## src/design/bct_pkg.sv

```systemverilog
// ----------------------------------------------------------------------------
// Binary contour tracer package
// Shared widths, codes, probe tables and controller/datapath interface types.
// ----------------------------------------------------------------------------
package bct_pkg;

    // Default sizes handed down from the top level
    localparam int DEF_MAX_WIDTH  = 256;
    localparam int DEF_MAX_HEIGHT = 256;
    localparam int DEF_MAX_STEPS  = 131072;

    // Port widths
    localparam int S_TDATA_W   = 24;
    localparam int M_TDATA_W   = 16;
    localparam int M_TUSER_W   = 2;
    localparam int CFG_INDEX_W = 2;
    localparam int CFG_DATA_W  = 9;
    localparam int COORD_W     = 8;

    // Operation codes carried in s_tuser
    localparam logic OP_WRITE   = 1'b0;
    localparam logic OP_REQUEST = 1'b1;

    // Configuration register indexes
    localparam logic [CFG_INDEX_W-1:0] CFG_FOREGROUND = 2'd0;
    localparam logic [CFG_INDEX_W-1:0] CFG_WIDTH      = 2'd1;
    localparam logic [CFG_INDEX_W-1:0] CFG_HEIGHT     = 2'd2;

    // Result status codes carried in m_tuser
    localparam logic [M_TUSER_W-1:0] ST_POINT = 2'd0;
    localparam logic [M_TUSER_W-1:0] ST_LAST  = 2'd1;
    localparam logic [M_TUSER_W-1:0] ST_EMPTY = 2'd2;
    localparam logic [M_TUSER_W-1:0] ST_LIMIT = 2'd3;

    // Headings: north is +y, east is +x
    typedef enum logic [1:0] {
        HEAD_NORTH = 2'd0,
        HEAD_SOUTH = 2'd1,
        HEAD_EAST  = 2'd2,
        HEAD_WEST  = 2'd3
    } heading_t;

    // Neighbour offset, two's complement in two bits
    typedef logic [1:0] offset_t;
    localparam offset_t OFF_NEG  = 2'b11;
    localparam offset_t OFF_ZERO = 2'b00;
    localparam offset_t OFF_POS  = 2'b01;

    // Commands from the controller to the datapath
    typedef struct packed {
        logic                 mem_we;
        logic                 rd_scan;
        offset_t              off_dx;
        offset_t              off_dy;
        logic                 scan_clr;
        logic                 scan_inc;
        logic                 load_start;
        logic                 take_probe;
        logic                 restore_start;
        logic                 heading_load;
        heading_t             heading_val;
        logic                 step_inc;
        logic                 out_load;
        logic                 out_zero;
        logic [M_TUSER_W-1:0] out_status;
    } dp_cmd_t;

    // Status from the datapath to the controller
    typedef struct packed {
        logic     hit;
        logic     scan_last;
        logic     cur_x_zero;
        logic     width_gt1;
        logic     cur_y_gt1;
        logic     cur_y_lt_hm1;
        logic     at_start;
        logic     step_limit;
        logic     out_free;
        heading_t heading;
    } dp_status_t;

    // Column offset of probe i (front-left, front, front-right) for heading h
    function automatic offset_t probe_dx(heading_t h, logic [1:0] i);
        offset_t d;
        unique case (h)
            HEAD_NORTH: d = (i == 2'd0) ? OFF_NEG : ((i == 2'd1) ? OFF_ZERO : OFF_POS);
            HEAD_SOUTH: d = (i == 2'd0) ? OFF_POS : ((i == 2'd1) ? OFF_ZERO : OFF_NEG);
            HEAD_EAST:  d = OFF_POS;
            HEAD_WEST:  d = OFF_NEG;
            default:    d = OFF_ZERO;
        endcase
        return d;
    endfunction

    // Row offset of probe i for heading h
    function automatic offset_t probe_dy(heading_t h, logic [1:0] i);
        offset_t d;
        unique case (h)
            HEAD_NORTH: d = OFF_POS;
            HEAD_SOUTH: d = OFF_NEG;
            HEAD_EAST:  d = (i == 2'd0) ? OFF_POS : ((i == 2'd1) ? OFF_ZERO : OFF_NEG);
            HEAD_WEST:  d = (i == 2'd0) ? OFF_NEG : ((i == 2'd1) ? OFF_ZERO : OFF_POS);
            default:    d = OFF_ZERO;
        endcase
        return d;
    endfunction

    // New heading after a hit on probe i
    function automatic heading_t turn_to(heading_t h, logic [1:0] i);
        heading_t n;
        unique case (h)
            HEAD_NORTH: n = (i == 2'd0) ? HEAD_WEST  : HEAD_NORTH;
            HEAD_SOUTH: n = (i == 2'd0) ? HEAD_EAST  : HEAD_SOUTH;
            HEAD_EAST:  n = (i == 2'd0) ? HEAD_NORTH : HEAD_EAST;
            HEAD_WEST:  n = (i == 2'd0) ? HEAD_SOUTH : HEAD_WEST;
            default:    n = HEAD_NORTH;
        endcase
        return n;
    endfunction

    // Quarter turn clockwise
    function automatic heading_t rotate_cw(heading_t h);
        heading_t n;
        unique case (h)
            HEAD_NORTH: n = HEAD_EAST;
            HEAD_SOUTH: n = HEAD_WEST;
            HEAD_EAST:  n = HEAD_SOUTH;
            HEAD_WEST:  n = HEAD_NORTH;
            default:    n = HEAD_NORTH;
        endcase
        return n;
    endfunction

    // Column offset of the k-th of the eight neighbours
    function automatic offset_t ring_dx(logic [2:0] k);
        offset_t d;
        unique case (k)
            3'd0, 3'd3, 3'd5: d = OFF_NEG;
            3'd1, 3'd6:       d = OFF_ZERO;
            default:          d = OFF_POS;
        endcase
        return d;
    endfunction

    // Row offset of the k-th of the eight neighbours
    function automatic offset_t ring_dy(logic [2:0] k);
        offset_t d;
        unique case (k)
            3'd0, 3'd1, 3'd2: d = OFF_NEG;
            3'd3, 3'd4:       d = OFF_ZERO;
            default:          d = OFF_POS;
        endcase
        return d;
    endfunction

endpackage

```

## src/design/bct_ctrl.sv

```systemverilog
// ----------------------------------------------------------------------------
// Contour tracer controller
// Sequences pixel writes, the start scan, the start heading and isolation
// checks, the probe walk of each step and the hand-off of each result.
// ----------------------------------------------------------------------------
module bct_ctrl
    import bct_pkg::*;
(
    input  logic       aclk,
    input  logic       aresetn,
    input  logic       s_tvalid,
    output logic       s_tready,
    input  logic       op,
    output dp_cmd_t    cmd,
    input  dp_status_t stat
);

    typedef enum logic [10:0] {
        S_IDLE     = 11'b00000000001,
        S_SCAN_RD  = 11'b00000000010,
        S_SCAN_CHK = 11'b00000000100,
        S_HEAD_SEL = 11'b00000001000,
        S_HEAD_CHK = 11'b00000010000,
        S_ISO_RD   = 11'b00000100000,
        S_ISO_CHK  = 11'b00001000000,
        S_ADV_RD   = 11'b00010000000,
        S_ADV_CHK  = 11'b00100000000,
        S_ADV_END  = 11'b01000000000,
        S_EMIT     = 11'b10000000000
    } state_t;

    typedef enum logic [1:0] {
        PH_START = 2'd0,
        PH_TRACE = 2'd1,
        PH_DONE  = 2'd2
    } phase_t;

    state_t               state_reg,  state_next;
    phase_t               phase_reg,  phase_next;
    logic [1:0]           probe_reg,  probe_next;
    logic [1:0]           turn_reg,   turn_next;
    logic [2:0]           ring_reg,   ring_next;
    heading_t             cand_reg,   cand_next;
    logic [M_TUSER_W-1:0] pend_reg,   pend_next;
    logic                 zero_reg,   zero_next;

    logic accept;

    assign s_tready = (state_reg == S_IDLE);
    assign accept   = s_tvalid && s_tready;

    // Next state and datapath commands
    always_comb begin
        state_next = state_reg;
        phase_next = phase_reg;
        probe_next = probe_reg;
        turn_next  = turn_reg;
        ring_next  = ring_reg;
        cand_next  = cand_reg;
        pend_next  = pend_reg;
        zero_next  = zero_reg;
        cmd        = '0;

        unique case (state_reg)
            S_IDLE: begin
                if (accept) begin
                    if (op == OP_WRITE) begin
                        cmd.mem_we = 1'b1;
                        phase_next = PH_START;
                    end else begin
                        unique case (phase_reg)
                            PH_START: begin
                                cmd.scan_clr = 1'b1;
                                state_next   = S_SCAN_RD;
                            end
                            PH_TRACE: begin
                                if (stat.step_limit) begin
                                    pend_next  = ST_LIMIT;
                                    zero_next  = 1'b0;
                                    phase_next = PH_DONE;
                                    state_next = S_EMIT;
                                end else begin
                                    probe_next = 2'd0;
                                    turn_next  = 2'd0;
                                    state_next = S_ADV_RD;
                                end
                            end
                            default: ;
                        endcase
                    end
                end
            end

            S_SCAN_RD: begin
                cmd.rd_scan = 1'b1;
                state_next  = S_SCAN_CHK;
            end

            S_SCAN_CHK: begin
                if (stat.hit) begin
                    cmd.load_start = 1'b1;
                    state_next     = S_HEAD_SEL;
                end else if (stat.scan_last) begin
                    pend_next  = ST_EMPTY;
                    zero_next  = 1'b1;
                    state_next = S_EMIT;
                end else begin
                    cmd.scan_inc = 1'b1;
                    state_next   = S_SCAN_RD;
                end
            end

            // Pick the one neighbour that decides the start heading
            S_HEAD_SEL: begin
                ring_next = 3'd0;
                priority if (!stat.cur_x_zero) begin
                    state_next = S_ISO_RD;
                end else if (stat.width_gt1) begin
                    cmd.off_dx = OFF_POS;
                    cmd.off_dy = OFF_ZERO;
                    cand_next  = HEAD_SOUTH;
                    state_next = S_HEAD_CHK;
                end else if (stat.cur_y_gt1) begin
                    cmd.off_dx = OFF_ZERO;
                    cmd.off_dy = OFF_NEG;
                    cand_next  = HEAD_WEST;
                    state_next = S_HEAD_CHK;
                end else if (stat.cur_y_lt_hm1) begin
                    cmd.off_dx = OFF_ZERO;
                    cmd.off_dy = OFF_POS;
                    cand_next  = HEAD_EAST;
                    state_next = S_HEAD_CHK;
                end else begin
                    state_next = S_ISO_RD;
                end
            end

            S_HEAD_CHK: begin
                if (!stat.hit) begin
                    cmd.heading_load = 1'b1;
                    cmd.heading_val  = cand_reg;
                end
                state_next = S_ISO_RD;
            end

            // Walk the eight neighbours of the start point
            S_ISO_RD: begin
                cmd.off_dx = ring_dx(ring_reg);
                cmd.off_dy = ring_dy(ring_reg);
                state_next = S_ISO_CHK;
            end

            S_ISO_CHK: begin
                priority if (stat.hit) begin
                    pend_next  = ST_POINT;
                    zero_next  = 1'b0;
                    phase_next = PH_TRACE;
                    state_next = S_EMIT;
                end else if (ring_reg == 3'd7) begin
                    pend_next  = ST_LAST;
                    zero_next  = 1'b0;
                    phase_next = PH_DONE;
                    state_next = S_EMIT;
                end else begin
                    ring_next  = ring_reg + 3'd1;
                    state_next = S_ISO_RD;
                end
            end

            // Probe front-left, front, front-right, then rotate
            S_ADV_RD: begin
                cmd.off_dx = probe_dx(stat.heading, probe_reg);
                cmd.off_dy = probe_dy(stat.heading, probe_reg);
                state_next = S_ADV_CHK;
            end

            S_ADV_CHK: begin
                priority if (stat.hit) begin
                    cmd.take_probe   = 1'b1;
                    cmd.heading_load = 1'b1;
                    cmd.heading_val  = turn_to(stat.heading, probe_reg);
                    state_next       = S_ADV_END;
                end else if (probe_reg != 2'd2) begin
                    probe_next = probe_reg + 2'd1;
                    state_next = S_ADV_RD;
                end else if (turn_reg != 2'd3) begin
                    turn_next        = turn_reg + 2'd1;
                    probe_next       = 2'd0;
                    cmd.heading_load = 1'b1;
                    cmd.heading_val  = rotate_cw(stat.heading);
                    state_next       = S_ADV_RD;
                end else begin
                    cmd.restore_start = 1'b1;
                    state_next        = S_ADV_END;
                end
            end

            S_ADV_END: begin
                cmd.step_inc = 1'b1;
                zero_next    = 1'b0;
                if (stat.at_start) begin
                    pend_next  = ST_LAST;
                    phase_next = PH_DONE;
                end else begin
                    pend_next  = ST_POINT;
                end
                state_next = S_EMIT;
            end

            // Hold the result until the output register is free
            S_EMIT: begin
                if (stat.out_free) begin
                    cmd.out_load   = 1'b1;
                    cmd.out_zero   = zero_reg;
                    cmd.out_status = pend_reg;
                    state_next     = S_IDLE;
                end
            end

            default: begin
                state_next = S_IDLE;
            end
        endcase
    end

    // Control registers
    always_ff @(posedge aclk) begin
        if (!aresetn) begin
            state_reg <= S_IDLE;
            phase_reg <= PH_START;
            probe_reg <= 2'd0;
            turn_reg  <= 2'd0;
            ring_reg  <= 3'd0;
            cand_reg  <= HEAD_NORTH;
            pend_reg  <= ST_POINT;
            zero_reg  <= 1'b0;
        end else begin
            state_reg <= state_next;
            phase_reg <= phase_next;
            probe_reg <= probe_next;
            turn_reg  <= turn_next;
            ring_reg  <= ring_next;
            cand_reg  <= cand_next;
            pend_reg  <= pend_next;
            zero_reg  <= zero_next;
        end
    end

endmodule

```

## config.mk

```make
export PLATFORM = sky130hd
export DESIGN_NAME = bct_ctrl
export DESIGN_NICKNAME = d
export VERILOG_FILES = /design/src/design/bct_pkg.sv /design/src/design/bct_ctrl.sv
export SDC_FILE = /design/constraint.sdc
export NUM_CORES = 1
export LEC_CHECK = 0
export ABC_AREA = 1
export BUFFER_PORTS_ARGS = -buffer_cell sky130_fd_sc_hd__buf_2
export CORE_MARGIN = 1
export CORE_UTILIZATION = 60
export CTS_CLUSTER_DIAMETER = 200
export DETAILED_ROUTE_END_ITERATION = 16
export HOLD_SLACK_MARGIN = 0.1
export PLACE_DENSITY = 0.91
export RECOVER_POWER = 25
export SYNTH_ARGS = -nofsm -noshare
export SYNTH_HDL_FRONTEND = slang
export SYNTH_SLANG_ARGS = --single-unit
export TNS_END_PERCENT = 1
```

## constraint.sdc

```tcl
create_clock -name aclk -period 3.1 [get_ports aclk]
set_input_delay 0.62 -clock aclk [delete_from_list [all_inputs] [get_ports aclk]]
set_output_delay 0.62 -clock aclk [all_outputs]
set_load 0.01 [all_outputs]
```

# Yosys cells after proc, flatten, opt, wreduce, memory -nomap -nowiden
# Index checks and enable logic that the tools add are counted.
[word_totals] reg_bits=25 latch_bits=0 ramBits=0 mem_bits_ro=0 input_bits=15 output_inout_bits=20 wordCells=180 mem_count=0
[classes] add_sub_neg=3 n_mul=0 n_div=0 order_cmp=0 n_eq_ne=44 n_shift=0 mux=104 bitwise=0 reduce_logical=21
[ops] op="case mux 11 bit (11 select lines)" n=1
[ops] op="2-to-1 mux 11 bit" n=10
[ops] op="2-to-1 mux 2 bit" n=38
[ops] op="case mux 2 bit (4 select lines)" n=5
[ops] op="2-to-1 mux 1 bit" n=25
[ops] op="2-to-1 mux 6 bit" n=4
[ops] op="!= test 2 bit (second input constant)" n=12
[ops] op="case mux 11 bit (2 select lines)" n=1
[ops] op="2-to-1 mux 3 bit" n=7
[ops] op="case mux 2 bit (2 select lines)" n=4
[ops] op="AND reduction 8 bit" n=2
[ops] op="equality test 3 bit (second input constant)" n=4
[ops] op="2-to-1 mux 4 bit" n=3
[ops] op="case mux 3 bit (2 select lines)" n=2
[ops] op="case mux 4 bit (3 select lines)" n=1
[ops] op="equality test 11 x 1 -> 1 bit (second input constant)" n=1
[ops] op="equality test 11 x 10 -> 1 bit (second input constant)" n=1
[ops] op="equality test 11 bit (second input constant)" n=1
[ops] op="equality test 11 x 2 -> 1 bit (second input constant)" n=1
[ops] op="equality test 11 x 3 -> 1 bit (second input constant)" n=1
[ops] op="equality test 11 x 4 -> 1 bit (second input constant)" n=1
[ops] op="equality test 11 x 5 -> 1 bit (second input constant)" n=1
[ops] op="equality test 11 x 6 -> 1 bit (second input constant)" n=1
[ops] op="equality test 11 x 7 -> 1 bit (second input constant)" n=1
[ops] op="27 further kinds" n=44

# Longest topological paths before layout
[depth] word_depth=6 ltp_mapped=11 depth_no_buf=11

# Least setup slack after synthesis
# No wires, ideal clock.
[synth_timing] kind="in2out" from="in stat[0] (netlist name)" to="out cmd[6] (netlist name)" arrival_ns=1.391 t_required_ns=2.480 slack_ns=1.089 path_stages=7 n_path_buf=0 path_cell_list="inv_1 > ha_1 > inv_1 > nand2_1 > o21ai_0 > nand2_1 > a22o_1"
[synth_rtl] item="start, declared" line_no="bct_ctrl.sv:15" rtl="input dp_status_t stat"
[synth_rtl] item="end, declared" line_no="bct_ctrl.sv:14" rtl="output dp_cmd_t cmd,"

==> impl_results.html <==
<table>
<tr><th>Metric</th><th>Value</th></tr>
<tr><th colspan="2">Route</th></tr>
<tr><td>Average wire length per cell after detail routing</td><td>11.52 um</td></tr>
<tr><td>DR DRC count</td><td>0</td></tr>
<tr><td>Vias per Instance</td><td>5.323</td></tr>
<tr><td>Final wirelength</td><td>4.320 mm</td></tr>
<tr><td>Vias</td><td>1,996</td></tr>
<tr><td>Number of DRC violations after detailed-routing iteration 0</td><td>131</td></tr>
<tr><td>Number of optimization iterations in the first detailed-route pass</td><td>5</td></tr>
<tr><td>Antenna viol nets, final</td><td>0</td></tr>
<tr><th colspan="2">CTS</th></tr>
<tr><td>Setup repair bufs after CTS</td><td>0</td></tr>
<tr><td>Post-cts resize count</td><td>0</td></tr>
<tr><td>Clock edge transition at the registers on the reported setup and hold paths</td><td>roughly 0.14 ns</td></tr>
<tr><td>Clock root cell</td><td>sky130_fd_sc_hd__clkbuf_4</td></tr>
<tr><td>CTS Hold Bufs</td><td>0</td></tr>
<tr><td>Buffer levels on the longest clock path</td><td>2</td></tr>
<tr><td>Maximum level of the CTS H-tree</td><td>1</td></tr>
<tr><td>Clock Sink Count</td><td>25</td></tr>
<tr><td>CTS tree</td><td>done</td></tr>
<tr><td>Clock latency on the worst-skew pair</td><td>between 0.3 and 0.4 ns</td></tr>
<tr><td>Total clock buffers created by CTS</td><td>3</td></tr>
<tr><th colspan="2">STA</th></tr>
<tr><td>Final worst-path cycle share</td><td>between 80% and 90%</td></tr>
<tr><td>Final min period</td><td>2.630 ns</td></tr>
<tr><td>Max-slew violation total from the final report</td><td>0</td></tr>
<tr><td>Top achievable clock speed</td><td>0.3802 GHz</td></tr>
<tr><td>Actual transition at the worst max-transition pin</td><td>0.5265 ns</td></tr>
<tr><td>Final-layout setup total negative slack</td><td>0 ns</td></tr>
<tr><td>Normalized max-slew margin</td><td>64.68%</td></tr>
<tr><td>Final count of hold timing violations</td><td>0</td></tr>
<tr><td>Worst clock skew on the final layout</td><td>0.008397 ns</td></tr>
<tr><td>Setup repair after global routing missed its margin</td><td>false</td></tr>
<tr><td>Final setup violating endpoints</td><td>0</td></tr>
<tr><th colspan="2">Final layout</th></tr>
<tr><td>Layout filler cell count</td><td>276</td></tr>
<tr><td>Syn-to-layout area delta</td><td>12.43%</td></tr>
<tr><td>Antenna fix cells</td><td>0</td></tr>
<tr><td>Number of nets in the layout</td><td>359</td></tr>
<tr><td>Layout cell share with drive strength beyond 1</td><td>18.43%</td></tr>
<tr><td>Core Util, Final</td><td>71.19%</td></tr>
<tr><td>Number of flip-flops in the largest register</td><td>11</td></tr>
<tr><td>Number of non-filler instances in the completed layout</td><td>around 380</td></tr>
<tr><td>Final non-filler cell area</td><td>approximately 0.0022 mm2</td></tr>
<tr><th colspan="2">Die</th></tr>
<tr><td>Initial standard-cell utilization of the core</td><td>63.32%</td></tr>
<tr><td>Area of the core region</td><td>roughly 0.0031 mm2</td></tr>
<tr><td>Die ar.</td><td>0.003453 mm2</td></tr>
<tr><td>Total number of placement rows</td><td>20</td></tr>
<tr><td>Height of the die</td><td>58.76 um</td></tr>
<tr><td>DIE WIDTH</td><td>between 50 and 60 um</td></tr>
<tr><td>I/O pin count</td><td>35</td></tr>
<tr><th colspan="2">GRT</th></tr>
<tr><td>Via count of the first global-routing pass</td><td>1,724</td></tr>
<tr><td>Total routing resource utilization after global routing</td><td>26.50%</td></tr>
<tr><td>Antenna violations before repair</td><td>0</td></tr>
<tr><td>Wire length of the first global-routing pass</td><td>7.155 mm</td></tr>
<tr><td>Remaining global-route overflow</td><td>0</td></tr>
<tr><td>Largest net degree at the start of global routing</td><td>19</td></tr>
<tr><th colspan="2">Pwr</th></tr>
<tr><td>Total power per unit cell area</td><td>560.3 mW/mm2</td></tr>
<tr><td>Overall power after layout</td><td>1218 uW</td></tr>
<tr><td>P_leak</td><td>between 0.001 and 0.0015 uW</td></tr>
<tr><td>IR Drop Worst-Case VDD</td><td>0.0004586 V</td></tr>
<tr><th colspan="2">Worst setup path</th></tr>
<tr><td>Startpoint kind of the worst setup timing path</td><td>flop</td></tr>
<tr><td>Worst Path Max Fanout</td><td>8</td></tr>
<tr><td>Data arrival at the endpoint of the critical path</td><td>between 2 and 2.5 ns</td></tr>
<tr><td>CP Capture Type</td><td>output port</td></tr>
<tr><td>Endpoint required time on the critical path</td><td>2.48 ns</td></tr>
<tr><td>Setup Crit Path Kind</td><td>reg -&gt; out</td></tr>
<tr><th colspan="2">Flow run</th></tr>
<tr><td>Max-capacitance violation count</td><td>0</td></tr>
<tr><th colspan="2">Yosys</th></tr>
<tr><td>Fraction of synthesis flops using an asynchronous set or reset pin</td><td>0%</td></tr>
<tr><td>Number of distinct library cell variants in the gate-level netlist after synthesis</td><td>38</td></tr>
<tr><td>Post-synthesis cell area</td><td>0.001933 mm2</td></tr>
<tr><td>Warnings, synthesis</td><td>0</td></tr>
<tr><td>Number of synthesized flops with an enable pin</td><td>0</td></tr>
<tr><td>Leading post-synthesis cells by instance count</td><td>sky130_fd_sc_hd__nand2_1, sky130_fd_sc_hd__inv_1, sky130_fd_sc_hd__nor2_1</td></tr>
<tr><td>Cell type with the highest aggregate area in the netlist</td><td>sky130_fd_sc_hd__dfxtp_1</td></tr>
<tr><td>Cell count after synthesis</td><td>295</td></tr>
<tr><td>Proportion of netlist area held by the largest area contributor</td><td>between 20% and 30%</td></tr>
<tr><td>Sequential-to-total area share from yosys stat</td><td>25.89%</td></tr>
<tr><td>Average cell area after synthesis</td><td>around 6.6 um2</td></tr>
<tr><td>Number of register bits inferred by synthesis</td><td>25</td></tr>
<tr><td>Most common cell in the netlist</td><td>sky130_fd_sc_hd__nand2_1</td></tr>
<tr><td>Top FF cell, synth</td><td>sky130_fd_sc_hd__dfxtp_1</td></tr>
<tr><td>Post-synthesis net count</td><td>322</td></tr>
<tr><td>Synth top area cells</td><td>sky130_fd_sc_hd__dfxtp_1, sky130_fd_sc_hd__nand2_1, sky130_fd_sc_hd__inv_1</td></tr>
<tr><th colspan="2">Place</th></tr>
<tr><td>Placed Area</td><td>0.002151 mm2</td></tr>
<tr><td>Placer congestion estimate</td><td>0.9327</td></tr>
<tr><td>Port buffer count</td><td>34</td></tr>
<tr><td>DP Wirelength</td><td>3.437 mm</td></tr>
<tr><td>Placed instance count</td><td>371</td></tr>
<tr><th colspan="2">Run status</th></tr>
<tr><td>Run status</td><td>finished, final reports clean</td></tr>
<tr><th colspan="2">Hold path</th></tr>
<tr><td>Min-Delay Path Class</td><td>reg -&gt; reg</td></tr>
</table>
worst paths after layout:
| path | cells after the start | startpoint | slack, ns | to |
|---|---|---|---|---|
| setup reg to reg | 10 | state_reg[6] | 1.38 | turn_reg[1] |
| hold reg to reg | 2 | probe_reg[0] | 0.48 | probe_reg[0] |
| hold / removal | 2 | probe_reg[0] | 0.48 | probe_reg[0] |
| setup / recovery | 8 | state_reg[6] | 0.47 | cmd[5] |
cells by family (layout without fill, tap and decap cells):
family	count (synthesis)	after routing	share of synthesized area [%]
AO/OA/AOI/OAI	42	42	12.69
adder cells (fa/ha/maj)	12	12	7.767
buffers and inverters	54	90	10.55
flip-flops	25	25	25.89
AND/OR/NAND/NOR	162	162	43.11
through the flow:
step,hold WS (ns),worst slack [ns]
2_1_floorplan,0.4391,1.089
3_3_place_gp,0.4493,0.8119
3_5_place_dp,0.4586,0.7711
4_1_cts,0.4771,0.5909
5_1_grt,0.5000,0.3693
6_report,0.4755,0.4698
final cells by class:
| class | instances | area, um2 | area share, % |
|---|---|---|---|
| Tap cell | 44 | 55.05 | 2.533 |
| Timing Repair Buffer | 34 | 168.9 | 7.772 |
| Clock buffer | 4 | 26.28 | 1.209 |
| Inverter | 52 | 196.4 | 9.039 |
| Sequential cell | 25 | 500.5 | 23.03 |
| Multi-Input combinational cell | 216 | 1226 | 56.42 |
power breakdown:
group | internal [uW] | leakage [uW] | switching (uW) | total (uW)
Combinational | 226 | 0.000876 | 446 | 672
Sequential | 367 | 0.000203 | 27.2 | 394
Clock | 50.4 | 0.0000150 | 101 | 151
Total | 644 | 0.00109 | 574 | 1220
worst max-delay path: stages, from the launching register on:
cell and delay, ns:
sky130_fd_sc_hd__dfxtp_1 0.35, sky130_fd_sc_hd__nor2_1 0.27, sky130_fd_sc_hd__nand2_4 0.14, sky130_fd_sc_hd__nor2_8 0.18
sky130_fd_sc_hd__nand2_2 0.15, sky130_fd_sc_hd__a21oi_1 0.24, sky130_fd_sc_hd__o211ai_1 0.14, sky130_fd_sc_hd__nand2_1 0.08
sky130_fd_sc_hd__buf_2 0.12
cells in the final DEF, fill, tap and decap left out, drive strengths merged, types with 5 or more instances in the layout:
| cell type | instances |
|---|---|
| dfxtp | 25 |
| o211ai | 6 |
| nand3 | 23 |
| nand2 | 63 |
| buf | 33 |
| nor3 | 10 |
| nor2 | 54 |
| clkbuf | 5 |
| inv | 49 |
| o21ai | 11 |
| ha | 12 |
| a21oi | 18 |
layer usage:
layer	routed length [um]	global-route usage, %
met1	1920	34.82
met5	0	0
met3	308	3.516
met4	58	8.844
met2	2033	44.64
Note: power is estimated with default switching activity, not from simulation.
